==> config.mk <==
export PLATFORM = sky130hd
export DESIGN_NAME = pin_lockout_controller_core
export DESIGN_NICKNAME = d
export VERILOG_FILES = /design/src/design/plc_pkg.sv /design/src/design/pin_lockout_controller_core.sv /design/src/design/plc_cfg_regs.sv /design/src/design/plc_cmd_unit.sv
export SDC_FILE = /design/constraint.sdc
export NUM_CORES = 1
export LEC_CHECK = 0
export ABC_AREA = 1
export ABC_CLOCK_PERIOD_IN_PS = 13900
export BUFFER_PORTS_ARGS = -buffer_cell sky130_fd_sc_hd__buf_2
export CORE_MARGIN = 5
export CORE_UTILIZATION = 35
export CTS_CLUSTER_DIAMETER = 120
export DETAILED_ROUTE_END_ITERATION = 8
export GPL_ROUTABILITY_DRIVEN = 0
export PLACE_DENSITY_LB_ADDON = 0.25
export SYNTH_ARGS = -nofsm -noshare
export SYNTH_HDL_FRONTEND = slang
export SYNTH_SLANG_ARGS = --single-unit
==> constraint.sdc <==
create_clock -name aclk -period 13.9 [get_ports aclk]
set_input_delay 2.78 -clock aclk [delete_from_list [all_inputs] [get_ports aclk]]
set_output_delay 2.78 -clock aclk [all_outputs]
set_load 0.05 [all_outputs]
==> src/design/plc_pkg.sv <==
package plc_pkg;

    localparam int FAIL_THRESHOLD = 5;
    localparam int MAX_PIN_CHARS  = 8;

    localparam int PIN_BYTES     = 8;
    localparam int CFG_IDX_W     = 3;
    localparam int CFG_DATA_W    = 16;
    localparam int IDLE_MS_W     = 26;

    localparam logic [9:0]  LOCKOUT_BASE      = 10'd30;
    localparam logic [7:0]  LOCKOUT_MAX_SHIFT = 8'd5;
    localparam logic [7:0]  FAIL_SATURATE     = 8'd255;
    localparam logic [15:0] TMO_IMMEDIATE     = 16'hFFFF;
    localparam logic [9:0]  MS_PER_SECOND     = 10'd1000;
    localparam logic [3:0]  MIN_PIN_CHARS     = 4'd4;
    localparam logic [7:0]  CHAR_ZERO         = 8'h30;
    localparam logic [7:0]  CHAR_NINE         = 8'h39;

    typedef enum logic [3:0] {
        CMD_VERIFY      = 4'd0,
        CMD_SET         = 4'd1,
        CMD_CLEAR       = 4'd2,
        CMD_LOCK        = 4'd3,
        CMD_UNLOCK      = 4'd4,
        CMD_SLEEP_WAKE  = 4'd5,
        CMD_IDLE_CHECK  = 4'd6,
        CMD_SECOND_TICK = 4'd7,
        CMD_POWER_UP    = 4'd8
    } cmd_t;

    typedef enum logic [CFG_IDX_W-1:0] {
        CFG_LOCK_ON_BOOT       = 3'd0,
        CFG_LOCK_ON_SLEEP      = 3'd1,
        CFG_SLEEP_LOCK_SECONDS = 3'd2,
        CFG_IDLE_LOCK_ENABLE   = 3'd3,
        CFG_IDLE_LOCK_SECONDS  = 3'd4
    } cfg_idx_t;

    typedef struct packed {
        logic [3:0]  command;
        logic [63:0] pin_chars;
        logic [3:0]  pin_length;
        logic [31:0] elapsed_seconds;
        logic [31:0] idle_ms;
    } in_item_t;

    typedef struct packed {
        logic        ok;
        logic        is_locked;
        logic        pin_present;
        logic [7:0]  failures;
        logic [9:0]  lockout_left;
        logic        screen_change;
    } out_item_t;

    typedef struct packed {
        logic                 lock_on_boot;
        logic                 lock_on_sleep;
        logic [15:0]          sleep_lock_seconds;
        logic                 idle_lock_enable;
        logic [15:0]          idle_lock_seconds;
        logic [IDLE_MS_W-1:0] idle_lock_ms;
    } cfg_t;

    typedef struct packed {
        logic        locked;
        logic        pin_valid;
        logic [63:0] stored_pin;
        logic [3:0]  stored_length;
        logic [7:0]  fail_count;
        logic [9:0]  lockout_left;
    } state_t;

    // 30 << min(fails - threshold, 5), zero below the threshold
    function automatic logic [9:0] lockout_for(input logic [7:0] fails);
        logic [7:0] over;
        logic [9:0] secs;
        secs = '0;
        over = '0;
        if (fails >= 8'(FAIL_THRESHOLD)) begin
            over = fails - 8'(FAIL_THRESHOLD);
            if (over > LOCKOUT_MAX_SHIFT) begin
                over = LOCKOUT_MAX_SHIFT;
            end
            secs = LOCKOUT_BASE << over[2:0];
        end
        return secs;
    endfunction

    function automatic logic [63:0] byte_mask(input logic [3:0] len);
        logic [63:0] m;
        for (int i = 0; i < PIN_BYTES; i++) begin
            m[i*8 +: 8] = (4'(i) < len) ? 8'hFF : 8'h00;
        end
        return m;
    endfunction

endpackage

==> src/design/pin_lockout_controller_core.sv <==
// Channel  | Ports                                   | Carries
// ---------+-----------------------------------------+------------------------------
// input    | s_valid, s_ready, s_data                | command request (in_item_t)
// result   | m_valid, m_ready, m_data                | one result per request
// config   | cfg_valid, cfg_ready, cfg_index, cfg_data | policy register writes
//
// Two register stages: an input register, then the command logic and the
// lock state update, combinational, into the result register.
// One request per cycle sustained while m_ready is high; m_valid rises
// once a request has passed both registers. m_ready low holds the result
// register; the input register takes one more request, then s_ready drops.
// Synchronous active-low reset clears lock state, policy registers and valids.
// cfg_ready is always high.
module pin_lockout_controller_core (
    input  logic                            aclk,
    input  logic                            aresetn,
    input  logic                            s_valid,
    output logic                            s_ready,
    input  plc_pkg::in_item_t               s_data,
    output logic                            m_valid,
    input  logic                            m_ready,
    output plc_pkg::out_item_t              m_data,
    input  logic                            cfg_valid,
    output logic                            cfg_ready,
    input  logic [plc_pkg::CFG_IDX_W-1:0]   cfg_index,
    input  logic [plc_pkg::CFG_DATA_W-1:0]  cfg_data
);
    import plc_pkg::*;

    logic      in_valid_reg;
    in_item_t  in_item_reg;
    logic      out_valid_reg;
    out_item_t out_item_reg;
    state_t    state_reg;
    state_t    state_next;
    out_item_t result;
    cfg_t      cfg;
    logic      out_free;
    logic      advance;

    plc_cfg_regs u_cfg (
        .aclk      (aclk),
        .aresetn   (aresetn),
        .cfg_valid (cfg_valid),
        .cfg_ready (cfg_ready),
        .cfg_index (cfg_index),
        .cfg_data  (cfg_data),
        .cfg       (cfg)
    );

    plc_cmd_unit u_cmd (
        .item    (in_item_reg),
        .st      (state_reg),
        .cfg     (cfg),
        .st_next (state_next),
        .result  (result)
    );

    assign out_free = !out_valid_reg || m_ready;
    assign advance  = in_valid_reg && out_free;
    assign s_ready  = !in_valid_reg || advance;

    always_ff @(posedge aclk) begin
        if (!aresetn) begin
            in_valid_reg  <= 1'b0;
            out_valid_reg <= 1'b0;
        end else begin
            if (s_ready) begin
                in_valid_reg <= s_valid;
            end
            if (out_free) begin
                out_valid_reg <= advance;
            end
        end
    end

    always_ff @(posedge aclk) begin
        if (s_valid && s_ready) begin
            in_item_reg <= s_data;
        end
        if (advance) begin
            out_item_reg <= result;
        end
    end

    // stored_pin is only read while pin_valid is set, so it needs no reset
    always_ff @(posedge aclk) begin
        if (!aresetn) begin
            state_reg.locked        <= 1'b0;
            state_reg.pin_valid     <= 1'b0;
            state_reg.stored_length <= '0;
            state_reg.fail_count    <= '0;
            state_reg.lockout_left  <= '0;
        end else if (advance) begin
            state_reg <= state_next;
        end
    end

    assign m_valid = out_valid_reg;
    assign m_data  = out_item_reg;

endmodule

==> src/design/plc_cfg_regs.sv <==
module plc_cfg_regs (
    input  logic                            aclk,
    input  logic                            aresetn,
    input  logic                            cfg_valid,
    output logic                            cfg_ready,
    input  logic [plc_pkg::CFG_IDX_W-1:0]   cfg_index,
    input  logic [plc_pkg::CFG_DATA_W-1:0]  cfg_data,
    output plc_pkg::cfg_t                   cfg
);
    import plc_pkg::*;

    cfg_t cfg_reg;
    logic wr_en;

    assign cfg_ready = 1'b1;
    assign wr_en     = cfg_valid && cfg_ready;
    assign cfg       = cfg_reg;

    // idle threshold is kept in ms so the compare path carries no multiplier
    always_ff @(posedge aclk) begin
        if (!aresetn) begin
            cfg_reg <= '0;
        end else if (wr_en) begin
            unique case (cfg_index)
                CFG_LOCK_ON_BOOT:       cfg_reg.lock_on_boot       <= cfg_data[0];
                CFG_LOCK_ON_SLEEP:      cfg_reg.lock_on_sleep      <= cfg_data[0];
                CFG_SLEEP_LOCK_SECONDS: cfg_reg.sleep_lock_seconds <= cfg_data;
                CFG_IDLE_LOCK_ENABLE:   cfg_reg.idle_lock_enable   <= cfg_data[0];
                CFG_IDLE_LOCK_SECONDS: begin
                    cfg_reg.idle_lock_seconds <= cfg_data;
                    cfg_reg.idle_lock_ms      <= IDLE_MS_W'(cfg_data)
                                                 * IDLE_MS_W'(MS_PER_SECOND);
                end
                default: ;
            endcase
        end
    end

endmodule

==> src/design/plc_cmd_unit.sv <==
module plc_cmd_unit (
    input  plc_pkg::in_item_t  item,
    input  plc_pkg::state_t    st,
    input  plc_pkg::cfg_t      cfg,
    output plc_pkg::state_t    st_next,
    output plc_pkg::out_item_t result
);
    import plc_pkg::*;

    logic [PIN_BYTES-1:0] byte_eq;
    logic [PIN_BYTES-1:0] byte_digit;
    logic       pin_match;
    logic       pin_ok;
    logic       vf_run;
    logic       vf_ok;
    logic [7:0] fail_inc;
    logic [9:0] lock_new;
    logic [7:0] vf_fail;
    logic [9:0] vf_lockout;
    logic       ok;
    logic       screen;

    always_comb begin
        for (int i = 0; i < PIN_BYTES; i++) begin
            byte_eq[i]    = (4'(i) >= item.pin_length)
                            || (item.pin_chars[i*8 +: 8] == st.stored_pin[i*8 +: 8]);
            byte_digit[i] = (4'(i) >= item.pin_length)
                            || ((item.pin_chars[i*8 +: 8] >= CHAR_ZERO)
                                && (item.pin_chars[i*8 +: 8] <= CHAR_NINE));
        end
    end

    assign pin_match = (item.pin_length == st.stored_length)
                       && (item.pin_length <= 4'(PIN_BYTES)) && (&byte_eq);
    assign pin_ok    = (item.pin_length >= MIN_PIN_CHARS)
                       && (item.pin_length <= 4'(MAX_PIN_CHARS))
                       && (item.pin_length <= 4'(PIN_BYTES)) && (&byte_digit);

    // verify outcome, shared by verify and clear
    assign vf_run   = st.pin_valid && (st.lockout_left == '0);
    assign fail_inc = (st.fail_count == FAIL_SATURATE) ? FAIL_SATURATE
                                                       : st.fail_count + 8'd1;
    assign lock_new = lockout_for(fail_inc);

    always_comb begin
        vf_ok      = 1'b0;
        vf_fail    = st.fail_count;
        vf_lockout = st.lockout_left;
        if (vf_run) begin
            if (pin_match) begin
                vf_ok      = 1'b1;
                vf_fail    = '0;
                vf_lockout = '0;
            end else begin
                vf_fail = fail_inc;
                if (lock_new != '0) begin
                    vf_lockout = lock_new;
                end
            end
        end
    end

    always_comb begin
        st_next = st;
        ok      = 1'b0;
        screen  = 1'b0;
        unique case (cmd_t'(item.command))
            CMD_VERIFY: begin
                st_next.fail_count   = vf_fail;
                st_next.lockout_left = vf_lockout;
                ok                   = vf_ok;
            end
            CMD_SET: begin
                if (pin_ok) begin
                    st_next.stored_pin    = item.pin_chars & byte_mask(item.pin_length);
                    st_next.stored_length = item.pin_length;
                    st_next.pin_valid     = 1'b1;
                    st_next.fail_count    = '0;
                    st_next.lockout_left  = '0;
                    ok                    = 1'b1;
                end
            end
            CMD_CLEAR: begin
                if (!st.pin_valid) begin
                    ok = 1'b1;
                end else begin
                    st_next.fail_count   = vf_fail;
                    st_next.lockout_left = vf_lockout;
                    if (vf_ok) begin
                        st_next.pin_valid     = 1'b0;
                        st_next.stored_pin    = '0;
                        st_next.stored_length = '0;
                        st_next.locked        = 1'b0;
                        ok                    = 1'b1;
                    end
                end
            end
            CMD_LOCK: begin
                if (st.pin_valid) begin
                    st_next.locked = 1'b1;
                end
            end
            CMD_UNLOCK: begin
                st_next.locked = 1'b0;
            end
            CMD_SLEEP_WAKE: begin
                if (st.pin_valid && cfg.lock_on_sleep && (cfg.sleep_lock_seconds != '0)
                    && ((cfg.sleep_lock_seconds == TMO_IMMEDIATE)
                        || (item.elapsed_seconds >= 32'(cfg.sleep_lock_seconds)))) begin
                    st_next.locked = 1'b1;
                    screen         = 1'b1;
                end
            end
            CMD_IDLE_CHECK: begin
                if (st.pin_valid && cfg.idle_lock_enable && !st.locked
                    && (cfg.idle_lock_seconds != '0)
                    && (cfg.idle_lock_seconds != TMO_IMMEDIATE)
                    && (item.idle_ms >= 32'(cfg.idle_lock_ms))) begin
                    st_next.locked = 1'b1;
                    screen         = 1'b1;
                end
            end
            CMD_SECOND_TICK: begin
                if (st.lockout_left != '0) begin
                    st_next.lockout_left = st.lockout_left - 10'd1;
                end
            end
            CMD_POWER_UP: begin
                if (st.fail_count >= 8'(FAIL_THRESHOLD)) begin
                    st_next.lockout_left = lockout_for(st.fail_count);
                end
                if (st.pin_valid && cfg.lock_on_boot) begin
                    st_next.locked = 1'b1;
                end
            end
            default: ;
        endcase
    end

    assign result.ok            = ok;
    assign result.is_locked     = st_next.locked;
    assign result.pin_present   = st_next.pin_valid;
    assign result.failures      = st_next.fail_count;
    assign result.lockout_left  = st_next.lockout_left;
    assign result.screen_change = screen;

endmodule

After elaboration in Yosys (flattened, before gate mapping)
Index checks and enable logic that the tools add are counted.
{ "word_totals": {"ff_bits": 306, "inputBits": 160, "word_cells": 206, "output_inout_bits": 25} }
{ "op_classes": {"bitwise_logic": 1, "shift": 2, "mul": 1, "magnitude_cmp": 40, "n_eq_ne": 27, "n_addsub": 4, "muxes": 42, "n_reduce_logical": 64} }
{ "op_table": {"columns": ["cell", "count"], "rows": [
  ["one-hot mux 69 bit (2 select lines)", 1],
  ["2-to-1 mux 8 bit", 11],
  ["2-to-1 mux 88 bit", 1],
  ["2-to-1 mux 87 bit", 1],
  ["2-to-1 mux 70 bit", 1],
  ["bitwise AND 64 bit", 1],
  ["== test 8 bit", 8],
  [">= comparator 8 x 6 -> 1 bit, second input constant", 8],
  ["<= comparator 8 x 6 -> 1 bit, second input constant", 8],
  ["2-to-1 mux 10 bit", 6],
  ["one-hot mux 10 bit (5 select lines)", 1],
  [">= comparator 32 x 16 -> 1 bit", 1],
  [">= comparator 32 x 26 -> 1 bit", 1],
  ["nonzero test 16 bit", 2],
  ["logical AND 1 bit", 25],
  ["one-hot mux 8 bit (3 select lines)", 1],
  ["multiplier 16 x 7 -> 23 bit, second input constant", 1],
  ["nonzero test 10 bit", 2],
  ["left shift 5 x 3 -> 10 bit, first input constant", 2],
  ["logical OR 1 bit", 19],
  ["== test 16 bit, second input constant", 1],
  ["== test 4 x 3 -> 1 bit, second input constant", 4],
  [">= comparator 3 x 4 -> 1 bit, first input constant", 4],
  [">= comparator 8 x 3 -> 1 bit, second input constant", 2],
  ["other kinds (36)", 69]
]} }

Longest topological paths before layout
Gate-level depths: netlist (run 1).
{ "logic_depth": {"depth_word": 14, "mapped_depth": 22, "mapped_depth_nobuf": 22} }

By module
From an unflattened synthesis (run 1), not the netlist that was laid out.
{ "hier_totals": {"cells_unflattened": 2119, "hier_area_um2": 18599.1} }
{ "modules_own_cells": {"columns": ["mod", "cells_per_inst", "seq_area_each_um2", "area_each_um2", "instances"], "rows": [
  ["pin_lockout_controller_core", 394, 7186.9, 7828.8, 1],
  ["plc_cmd_unit", 1079, 0.0, 5773.0, 1],
  ["plc_cfg_regs", 646, 1121.1, 4997.3, 1]
]} }

Worst setup path before layout (run 1)
No wires, ideal clock.
{ "synth_timing": {"path_kind": "input to register", "start": "in m_ready", "end": "reg in_item_reg[0] (netlist bit) (enable)", "t_arrival_ps": 6000, "path_buffers": 0, "required_ps": 13412, "cell_stages": 4, "path_slack_ps": 7411, "setup_ps": 488, "path_cell_list": "inv_1 nand3_1 nand2_1 inv_1"} }
{ "synth_between": {"elab_chain_len": 4} }
{ "synth_rtl": {"columns": ["element", "line", "source"], "rows": [
  ["from (decl)", "pin_lockout_controller_core.sv:21", "input logic m_ready,"],
  ["logical OR 1 bit", "pin_lockout_controller_core.sv:59", "assign out_free = !out_valid_reg || m_ready;"],
  ["logical AND 1 bit", "pin_lockout_controller_core.sv:60", "assign advance = in_valid_reg && out_free;"],
  ["logical OR 1 bit", "pin_lockout_controller_core.sv:61", "assign s_ready = !in_valid_reg || advance;"],
  ["named net s_ready", "pin_lockout_controller_core.sv:18", "output logic s_ready,"],
  ["logical AND 1 bit", "pin_lockout_controller_core.sv:78", "if (s_valid && s_ready) begin"],
  ["to (signal assigned)", "pin_lockout_controller_core.sv:79", "in_item_reg <= s_data;"],
  ["to (decl)", "pin_lockout_controller_core.sv:31", "in_item_t in_item_reg;"]
]} }
The timed path passes the listed nets, and every way through them passes these cells.
A chain may end at the register's enable or synchronous reset.

Final worst setup path (run 1)
{ "layout_timing": {"start": "in cfg_data[0] (netlist bit)", "end": "reg u_cfg.cfg_reg, in the netlist u_cfg.cfg[21]"} }
{ "layout_between": {"elab_chain_len": 1} }
{ "layout_rtl": {"columns": ["element", "line", "source"], "rows": [
  ["from (decl)", "pin_lockout_controller_core.sv:26", "input logic [plc_pkg::CFG_DATA_W-1:0] cfg_data"],
  ["multiplier 16 x 7 -> 23 bit", "plc_cfg_regs.sv:32", "* IDLE_MS_W'(MS_PER_SECOND);"],
  ["to (decl)", "plc_cfg_regs.sv:12", "cfg_t cfg_reg;"]
]} }
Every way passes these cells.

==> flow_summary.toml, run 1 <==
[place]
portBuffers = 183
hpwl_um = 32100
dp_cells = 2571

[clock_network]
ctsResizeCount = 0
ctsHtreeMaxLevel = 2
clk_pin_slew_ps = 60
clock-sinks = 304
cts_max_path_buffers = 3
hold_buffers = 0
cts_tree = "done"
numCtsBuffers = 35
post_cts_buffers = 0
clk_latency_ps = 540
cts-root-buf = "clkbuf_16"

[worst_setup_path]
rr_worst_depth = 11
crit_family = "adder cells"
required_ps = 14380
cp-start-kind = "input pin"
crit_type = "input pin to register"
path_common_cell = "nand2_1"
r2r_end = "state_reg[71]"
regToRegStartpoint = "state_reg[1]"
cpPeakStageDelay_ps = 580
path_buf_inv = 4
worst-path-max-fanout = 9
cp_cell_sequence = "buf_2 > fa_1 > inv_1 > fa_1 > fa_1 > inv_1 > fa_1 > ha_1 > nand2_1 > o21ai_0 > nand2_1 > o211ai_1 > nor2_1 > o21ai_0 > nand2_1 > a21oi_1 > nor2_1 > nand2_1 > nand2_1 > inv_1"
cp-end-kind = "register"
rrSetupSlack_ps = 10060
cp.arrival_ps = 6970
cpMaxStageDelayCell = "fa_1"
crit_start = "cfg_data[0]"

[detailed_routing]
drt-total-wl_um = 43100
drtIter0Drc = 803
drt_pass1_iterations = 5
vias_per_cell = 4.92
routed-via-count = 12951
antenna_left = 0
drc = 0
wire_per_inst_um = 16.4

[min_path]
holdPathStages = 2
hold_class = "register to register"
hold_path_startpoint = "u_cfg.cfg[59]"
whs_endpoint = "u_cfg.cfg[59]"

[global_route]
grt_pass1_vias = 12811
overflow = 0
grt_start_max_net_pins = 87
track_usage_pct = 16.0
antenna_found_initial = 1
grt_pass1_wl_um = 68200

[synthesis]
synthTopCellsByArea = "edfxtp_1 39%, dfxtp_1 9.6%, ha_1 7.6%, fa_1 6.4%, nand2_1 6.3%"
avgSynthCellArea_sq_um = 9.50
synth_xor_xnor_area_share_pct = 2.99
synth-adder-area-share_pct = 13.9
netlist_area_sq_um = 17000
seq_area_frac_synth_pct = 48.8
synth_mux_area_share_pct = 0
synth_area_leader_cell = "edfxtp_1"
yosysTopAreaCellShare_pct = 39.2
synth_compound_area_share_pct = 8.93
yosys_warnings = 0
synth_simple_gate_area_share_pct = 18.4
ys_ff_latch = 304
synthCells = 1790
ys_types = 51
synth_top_family_by_area = "simple AND/OR/NAND/NOR gates"

[timing]
setup_violations = 0
slew_viol_final = 0
fin_crit_sh_pct = 46.7
fmax_mhz = 154
skew_ps = 15.8
setup_tns_ps = 0
hold_viol = 0
slew_headroom_pct = 36.6
worstMarginPinSlew_ps = 944
rsz0062_at_grt = "no"
post-route-min-period_ps = 6500

[final_layout]
finalNonFillerCells = 2634
fill_cells = 4670
syn_to_final_growth_pct = 16.1
drive_gt1_share_pct = 15.2
post-route-util_pct = 41.2
largest_reg_flops = 136
fin_nets = 2310

[power]
p_seq_share_pct = 38.1
internal_power_w = 0.00184
leakagePower_nw = 8.51
peakVddDrop_v = 0.0000708
pwr-share-clk_pct = 33.2
p_per_area_nw_per_um2 = 139
power_w = 0.00274
p_comb_share_pct = 28.7
switching_share_pct = 32.9
switching_power_w = 0.000899

[floorplan]
die_y_um = 230
rows = 80
core_area_sq_um = 47900
dieWidth_um = 230
die_area_sq_um = 53100
start_util_pct = 35.5
ios = 185

[job]
drv_cap = 0

[status]
status = "finished, final reports clean"
## final cells by class
type                    instances  area [sq um]  area share, %
diodes                          1          2.50         0.0127
flip-flops and latches        304          8310           42.1
inverters                     263           997           5.05
multi-input cells            1200          7590           38.4
clock buffers                  46           948           4.80
repair buffers                189           961           4.87
well taps                     615           769           3.90
clock inverters                16           170          0.862
## cell usage in the layout (no fill, tap or decap), types with 4 or more instances in the layout
master / Yosys / final
clkbuf_1: 23 / 9
xnor2_1: 41 / 41
nand4_1: 39 / 39
a21oi_1: 117 / 117
or2_2: 18 / 18
edfxtp_1: 222 / 222
o211ai_1: 15 / 15
ha_1: 103 / 103
clkbuf_16: 0 / 36
buf_4: 4 / 6
nor4_1: 16 / 16
nand2_1: 284 / 284
o31ai_1: 4 / 4
fa_1: 54 / 54
conb_1: 2 / 17
clkinv_2: 0 / 8
nor3_1: 41 / 40
inv_1: 252 / 250
nand3_1: 100 / 100
o21ai_1: 22 / 22
nor2_1: 148 / 148
dfxtp_1: 82 / 82
o21ai_0: 110 / 110
nor3_2: 3 / 4
xor2_1: 17 / 17
nor2_2: 5 / 5
nand2_2: 9 / 9
buf_2: 9 / 183
inv_2: 8 / 9
nor2_4: 6 / 6
## per-stage QoR
| step | area [sq um] | hold slack, ps | setup WS [ps] |
|---|---|---|---|
| floorplan | 17100 | 424 | 7410 |
| global placement | 18600 | 442 | 7010 |
| detailed placement | 18600 | 449 | 6940 |
| CTS | 19700 | 458 | 7490 |
| global route | 19700 | 484 | 7120 |
| finish | 19700 | 455 | 7400 |
## power groups by stage
stage	Clock, W	Sequential (W)	Combinational, W
3_3_place_gp	0	0.00106	0.000772
3_5_place_dp	0	0.00106	0.000780
2_1_floorplan	0	0.00107	0.000551
4_1_cts	0.000941	0.00104	0.000786
6_report	0.000907	0.00104	0.000785
5_1_grt	0.000977	0.00105	0.000882
## Yosys cell counts, drive strengths merged
library cell,count
conb,2
clkinv,1
nand4,41
a31oi,3
a2111oi,1
a22oi,2
buf,15
xor2,17
nor4,17
dfxtp,82
and2,1
nand2,295
nor2,160
o21ai,134
o2111ai,1
o311ai,1
o31a,1
clkbuf,23
edfxtp,222
nor3,44
xnor2,41
fa,54
o21a,1
a21o,2
o211ai,15
nand3,103
ha,103
o31ai,5
or2,20
and3,3
a21oi,118
inv,262
## kinds of logic (layout without fill, tap and decap cells)
group,count (synthesis),count (layout)
AO/OA/AOI/OAI,284,284
buffers and inverters,301,514
adder cells (fa/ha/maj),157,157
AND/OR/NAND/NOR,684,684
flip-flops,304,304
other,2,18
XOR/XNOR,58,58
## worst max path at each step
stage	endpoint	slack, ps	depth (start not counted)
final	u_cfg.cfg[21]	7400	20
after global routing	u_cfg.cfg[21]	7120	20
after CTS	u_cfg.cfg[21]	7490	20
after detailed placement	u_cfg.cfg[21]	6940	20
after global placement	u_cfg.cfg[21]	7010	20
after floorplan	in_item_reg[0]	7410	4
## worst reg2reg max path: cells and delay by family (launching register included)
family | cells | cell delay [ps]
buf+inv | 3 | 1260
simple gates | 7 | 1580
fa+ha+maj | 1 | 280
flops | 1 | 340
## metal layers
layer / wire, um / global-route usage [%] / vias to the layer above / part of all wire, %
met5: 0 / 0 / - / 0
met1: 18600 / 20.7 / 6115 / 43
li1: - / - / 6427 / -
met3: 2330 / 2.94 / 89 / 5.4
met4: 1610 / 6.28 / 0 / 3.7
met2: 20600 / 26.6 / 320 / 48
Power figures use the tool's default switching activity.
==> run 2, diff against run 1 <==
ABC_CLOCK_PERIOD_IN_PS = 5300   (was 13900)
clock period = 5.3 ns   (was 13.9 ns; I/O delays follow)
==> run 2 against run 1 <==
Effect of this change: critical path depth stayed put; critical endpoint unchanged; highest routed layer unchanged; sequential cell count stayed put; total power grew to 2.6 times the previous value.
==> flow_summary.toml, run 2 (synthesized netlist as in run 1, its figures left out) <==
[worst_setup_path]
cp-start-kind = "input pin"
required_ps = 5780
cp.arrival_ps = 5070
cp-end-kind = "register"
worst-path-max-fanout = 5
rr_worst_depth = 11
crit_type = "input pin to register"

[clock_network]
cts_tree = "done"
clk_pin_slew_ps = 50
numCtsBuffers = 37
clk_latency_ps = 540
ctsResizeCount = 0
ctsHtreeMaxLevel = 2
cts-root-buf = "clkbuf_16"
hold_buffers = 0
clock-sinks = 304
post_cts_buffers = 0
cts_max_path_buffers = 3

[timing]
fmax_mhz = 218
fin_crit_sh_pct = 86.6
worstMarginPinSlew_ps = 878
slew_headroom_pct = 41.2
setup_violations = 0
hold_viol = 0
post-route-min-period_ps = 4590
skew_ps = 16.8
setup_tns_ps = 0
slew_viol_final = 0
rsz0062_at_grt = "no"

[power]
p_per_area_nw_per_um2 = 360
leakagePower_nw = 8.56
peakVddDrop_v = 0.000199

[floorplan]
die_y_um = 230
die_area_sq_um = 53100
core_area_sq_um = 47900
dieWidth_um = 230
start_util_pct = 35.5
rows = 80
ios = 185

[final_layout]
fin_nets = 2321
post-route-util_pct = 41.3
final_common_cell = "nand2_1"
num_antenna_cells = 0
syn_to_final_growth_pct = 16.4
largest_reg_flops = 136
layout_common_cells = "284 x nand2_1, 250 x inv_1, 222 x edfxtp_1, 183 x buf_2, 148 x nor2_1"
drive_gt1_share_pct = 15.7

[detailed_routing]
drt_pass1_iterations = 6
wire_per_inst_um = 16.5
drc = 0
routed-via-count = 12953
drt-total-wl_um = 43700
drtIter0Drc = 1025
antenna_left = 0
vias_per_cell = 4.89

[min_path]
hold_class = "register to register"
holdPathStages = 2

[global_route]
antenna_found_initial = 0
grt_start_max_net_pins = 65
grt_pass1_wl_um = 69800
grt_pass1_vias = 12970
overflow = 0
track_usage_pct = 16.3

[place]
hpwl_um = 32700
portBuffers = 183

[job]
drv_cap = 0

[status]
status = "finished, final reports clean"
run 2: final timing paths:
| path | start | endpoint | slack, ps |
|---|---|---|---|
| max | cfg_data[4] | u_cfg.cfg[21] | 710 |
| min | u_cfg.cfg[59] | u_cfg.cfg[59] | 450 |
| max reg2reg | state_reg[1] | state_reg[23] | 1680 |
| min reg2reg | u_cfg.cfg[59] | u_cfg.cfg[59] | 450 |
run 2: power breakdown:
group | switching, W | internal, W | total, W
clock network | 0.000987 | 0.00134 | 0.00233
logic | 0.00131 | 0.000756 | 0.00207
registers | 0.0000751 | 0.00266 | 0.00274
run 2: worst max-delay path: stages:
cell,delay (ps)
buf_2,140
buf_4,160
fa_1,480
fa_1,520
fa_1,580
fa_1,440
ha_1,370
nand2_1,110
nor2_1,170
nand2_1,80
o211ai_1,120
nor2_1,100
o21ai_0,160
buf_4,150
nand2_1,60
a21oi_1,120
nor2_1,50
nand2_1,90
nand2_1,50
inv_1,40
run 2: metrics by stage:
| step | std cells | hold slack (ps) | instance area, sq um | power, W | setup slack [ps] |
|---|---|---|---|---|---|
| finish | 2647 | 452 | 19800 | 0.00713 | 711 |
| global route | 2647 | 483 | 19800 | 0.00760 | 407 |
| CTS | 2647 | 456 | 19800 | 0.00723 | 785 |
| detailed placement | 2580 | 447 | 18700 | 0.00484 | 214 |
| global placement | 2580 | 445 | 18700 | 0.00482 | 251 |
| floorplan | 1805 | 424 | 17100 | 0.00424 | 531 |
run 2: final cells by class:
| class | instances | area (sq um) |
|---|---|---|
| fill | 4672 | 28100 |
| clock buffer | 48 | 1010 |
| tap | 615 | 769 |
| sequential | 304 | 8310 |
| timing repair buffer | 198 | 1030 |
| clock inverter | 19 | 95.1 |
| multi-input combinational | 1200 | 7590 |
| inverter | 263 | 997 |
run 2: metal layers:
metal | vias up | share of wire (%) | GRT usage (%)
met5 | - | 0 | 0
met2 | 318 | 48 | 27.5
met4 | 0 | 2.7 | 5.45
met3 | 72 | 4.8 | 2.57
li1 | 6440 | - | -
met1 | 6123 | 45 | 21.4
==> run 3, diff against run 2 <==
ABC_AREA = 0   (was 1)
==> run 3 against run 2 <==
Effect of this change: register-to-register slack worse by 1200 ps; clock power grew 8.6%; combinational power shrank 3%; first-iteration DRC count down 14%; non-clock buffer count increased by 45; critical path depth shrank 1; sequential cell count unchanged; sequential power is essentially flat; maximum frequency decreased by 8.6%; clock skew rose by 3.4 ps; via count is 6.7% lower; wire length decreased by 4.7%.
==> flow_summary.toml, run 3 <==
[global_route]
grt_pass1_vias = 12209
grt_pass1_wl_um = 66400
grt_start_max_net_pins = 78
antenna_found_initial = 2
overflow = 0
track_usage_pct = 15.7

[floorplan]
die_area_sq_um = 51900
die_y_um = 228
core_area_sq_um = 46800
start_util_pct = 35.5
rows = 79
ios = 185
dieWidth_um = 228

[worst_setup_path]
cp-endpoint = "u_cfg.cfg[22]"
cp_cell_sequence = "buf_2 > fa_1 > inv_1 > fa_1 > fa_1 > inv_1 > fa_1 > ha_1 > buf_4 > nand3_1 > a21oi_1 > o311ai_1 > buf_4 > o21ai_0 > o41ai_2 > buf_4 > xnor2_1 > nand2_1 > a21oi_1"
worst-path-max-fanout = 4
r2r_end = "m_data[7]"
cp-end-kind = "register"
cp.arrival_ps = 5480
regToRegStartpoint = "state_reg[10]"
crit_type = "input pin to register"
path_common_cell = "fa_1"
rr_worst_depth = 16
cp-start-kind = "input pin"
cpPeakStageDelay_ps = 580
cpMaxStageDelayCell = "fa_1"
required_ps = 5760
crit_start = "cfg_data[0]"
rrSetupSlack_ps = 460

[final_layout]
post-route-util_pct = 42.4
fill_cells = 4532
syn_to_final_growth_pct = 19.3
final_common_cell = "edfxtp_1"
drive_gt1_share_pct = 18.7
register_area_sq_um = 8310
fin_nets = 2054
largest_reg_flops = 136
multiInputGateArea_sq_um = 7760
layout_common_cells = "222 x edfxtp_1, 183 x buf_2, 137 x nand2_1, 107 x a21oi_1, 103 x ha_1"

[clock_network]
post_cts_buffers = 0
clock-sinks = 304
ctsHtreeMaxLevel = 2
hold_buffers = 0
clk_pin_slew_ps = 60
cts-root-buf = "clkbuf_16"
clk_latency_ps = 550
cts_max_path_buffers = 3
numCtsBuffers = 37
ctsResizeCount = 0
cts_tree = "done"

[job]
drv_cap = 0

[detailed_routing]
drtIter0Drc = 878
drc = 0
routed-via-count = 12079
vias_per_cell = 5.09
drt-total-wl_um = 41600
wire_per_inst_um = 17.5
antenna_left = 0
drt_pass1_iterations = 6

[place]
portBuffers = 183
dp_slack_ps = -396
hpwl_um = 31000

[power]
p_per_area_nw_per_um2 = 366
leakagePower_nw = 7.82
peakVddDrop_v = 0.000240
power_w = 0.00726

[status]
status = "finished, final reports clean"

[timing]
setup_violations = 0
fin_crit_sh_pct = 94.7
slew_headroom_pct = 41.2
post-route-min-period_ps = 5020
slew_viol_final = 0
worstMarginPinSlew_ps = 877
fin_ws_ps = 278
setup_tns_ps = 0
fmax_mhz = 199
skew_ps = 20.1
hold_viol = 0

[min_path]
holdPathStages = 2
hold_class = "register to register"

[synthesis]
ys_types = 88
yosys_warnings = 0
avgSynthCellArea_sq_um = 11.1
ys_ff_latch = 304
netlist_area_sq_um = 16600
synth_edf_count = 222
synthCells = 1496
synthFlopType = "edfxtp_1"
synth_area_leader_cell = "edfxtp_1"
synth.most_common_cell = "edfxtp_1"
yosysTopAreaCellShare_pct = 40.1
ys_async_sr_fraction_pct = 0
synth_common_cells = "222 x edfxtp_1, 137 x nand2_1, 107 x a21oi_1"
synthTopCellsByArea = "edfxtp_1 40%, dfxtp_1 9.9%, ha_1 7.8%, fa_1 6.5%, a21oi_1 3.2%"
seq_area_frac_synth_pct = 50.0
## run 3: cell count changes after synthesis, moves of 15 or more
| cell | previous run | this run |
|---|---|---|
| inv_1 | 252 | 100 |
| and2_1 | 0 | 36 |
| nand2_1 | 284 | 137 |
| o21ai_1 | 22 | 1 |
| or2_2 | 18 | 3 |
| clkbuf_1 | 23 | 39 |
| nor4_1 | 16 | 34 |
| nor2_1 | 148 | 71 |
| nor2b_1 | 0 | 17 |
| xor2_1 | 17 | 56 |
| nand3_1 | 100 | 29 |
| a211oi_1 | 0 | 15 |
| a31oi_1 | 3 | 20 |
| o21ai_0 | 110 | 67 |
## run 3: power by group
group	internal, W	total, W	switching, W	leakage [nW]
Sequential	0.00266	0.00272	0.0000674	2.90
Clock	0.00152	0.00253	0.00101	0.606
Combinational	0.000961	0.00201	0.00104	4.31
## run 3: logic make-up (layout without fill, tap and decap cells)
kind of cell	Yosys count	after routing	share of synthesized area [%]
and+or+nand+nor	480	480	15.3
DFF	304	304	50.0
AOI/OAI and AO/OA	295	295	11.2
adders and majority gates	157	157	14.3
buffers and inverters	156	411	3.79
xor gates and xnor gates	96	96	5.06
muxes	6	6	0.361
other	2	18	0.0452
## run 3: layout make-up
type	instances	area share, %
sequential	304	41.9
multi-input combinational	1051	39.2
timing repair buffer	243	7.02
clock buffer	51	5.20
tap	607	3.83
inverter	100	1.89
clock inverter	17	0.953
antenna	1	0.0126
## run 3: worst max-delay path, delay by kind of cell
| kind | cells | cell delay [ps] |
|---|---|---|
| XOR/XNOR | 1 | 100 |
| adder cells (fa/ha/maj) | 5 | 2350 |
| AND/OR/NAND/NOR | 2 | 160 |
| AO/OA/AOI/OAI | 5 | 1050 |
| buffers and inverters | 6 | 730 |
## run 3: worst min-delay path by stage
stage             startpoint       endpoint
2_1_floorplan  u_cfg.cfg[11]  u_cfg.cfg[11]
3_3_place_gp   u_cfg.cfg[10]  u_cfg.cfg[10]
3_5_place_dp   u_cfg.cfg[16]  u_cfg.cfg[16]
4_1_cts        u_cfg.cfg[16]  u_cfg.cfg[16]
5_1_grt        u_cfg.cfg[16]  u_cfg.cfg[16]
6_report       u_cfg.cfg[15]  u_cfg.cfg[15]
## run 3: stage by stage
stage	std cells	hold slack, ps	area (sq um)
floorplan	1511	432	16700
global placement	2305	442	18600
detailed placement	2305	447	18600
CTS	2373	455	19800
global route	2374	475	19800
finish	2374	451	19800
## run 3: routing by layer
metal  vias to the layer above  track usage (%)  wire [um]
met5                         -                0          0
met2                       319             26.2      19900
li1                       5933                -          -
met3                        63             3.53       2360
met1                      5764             20.7      18300
met4                         0             4.33       1090
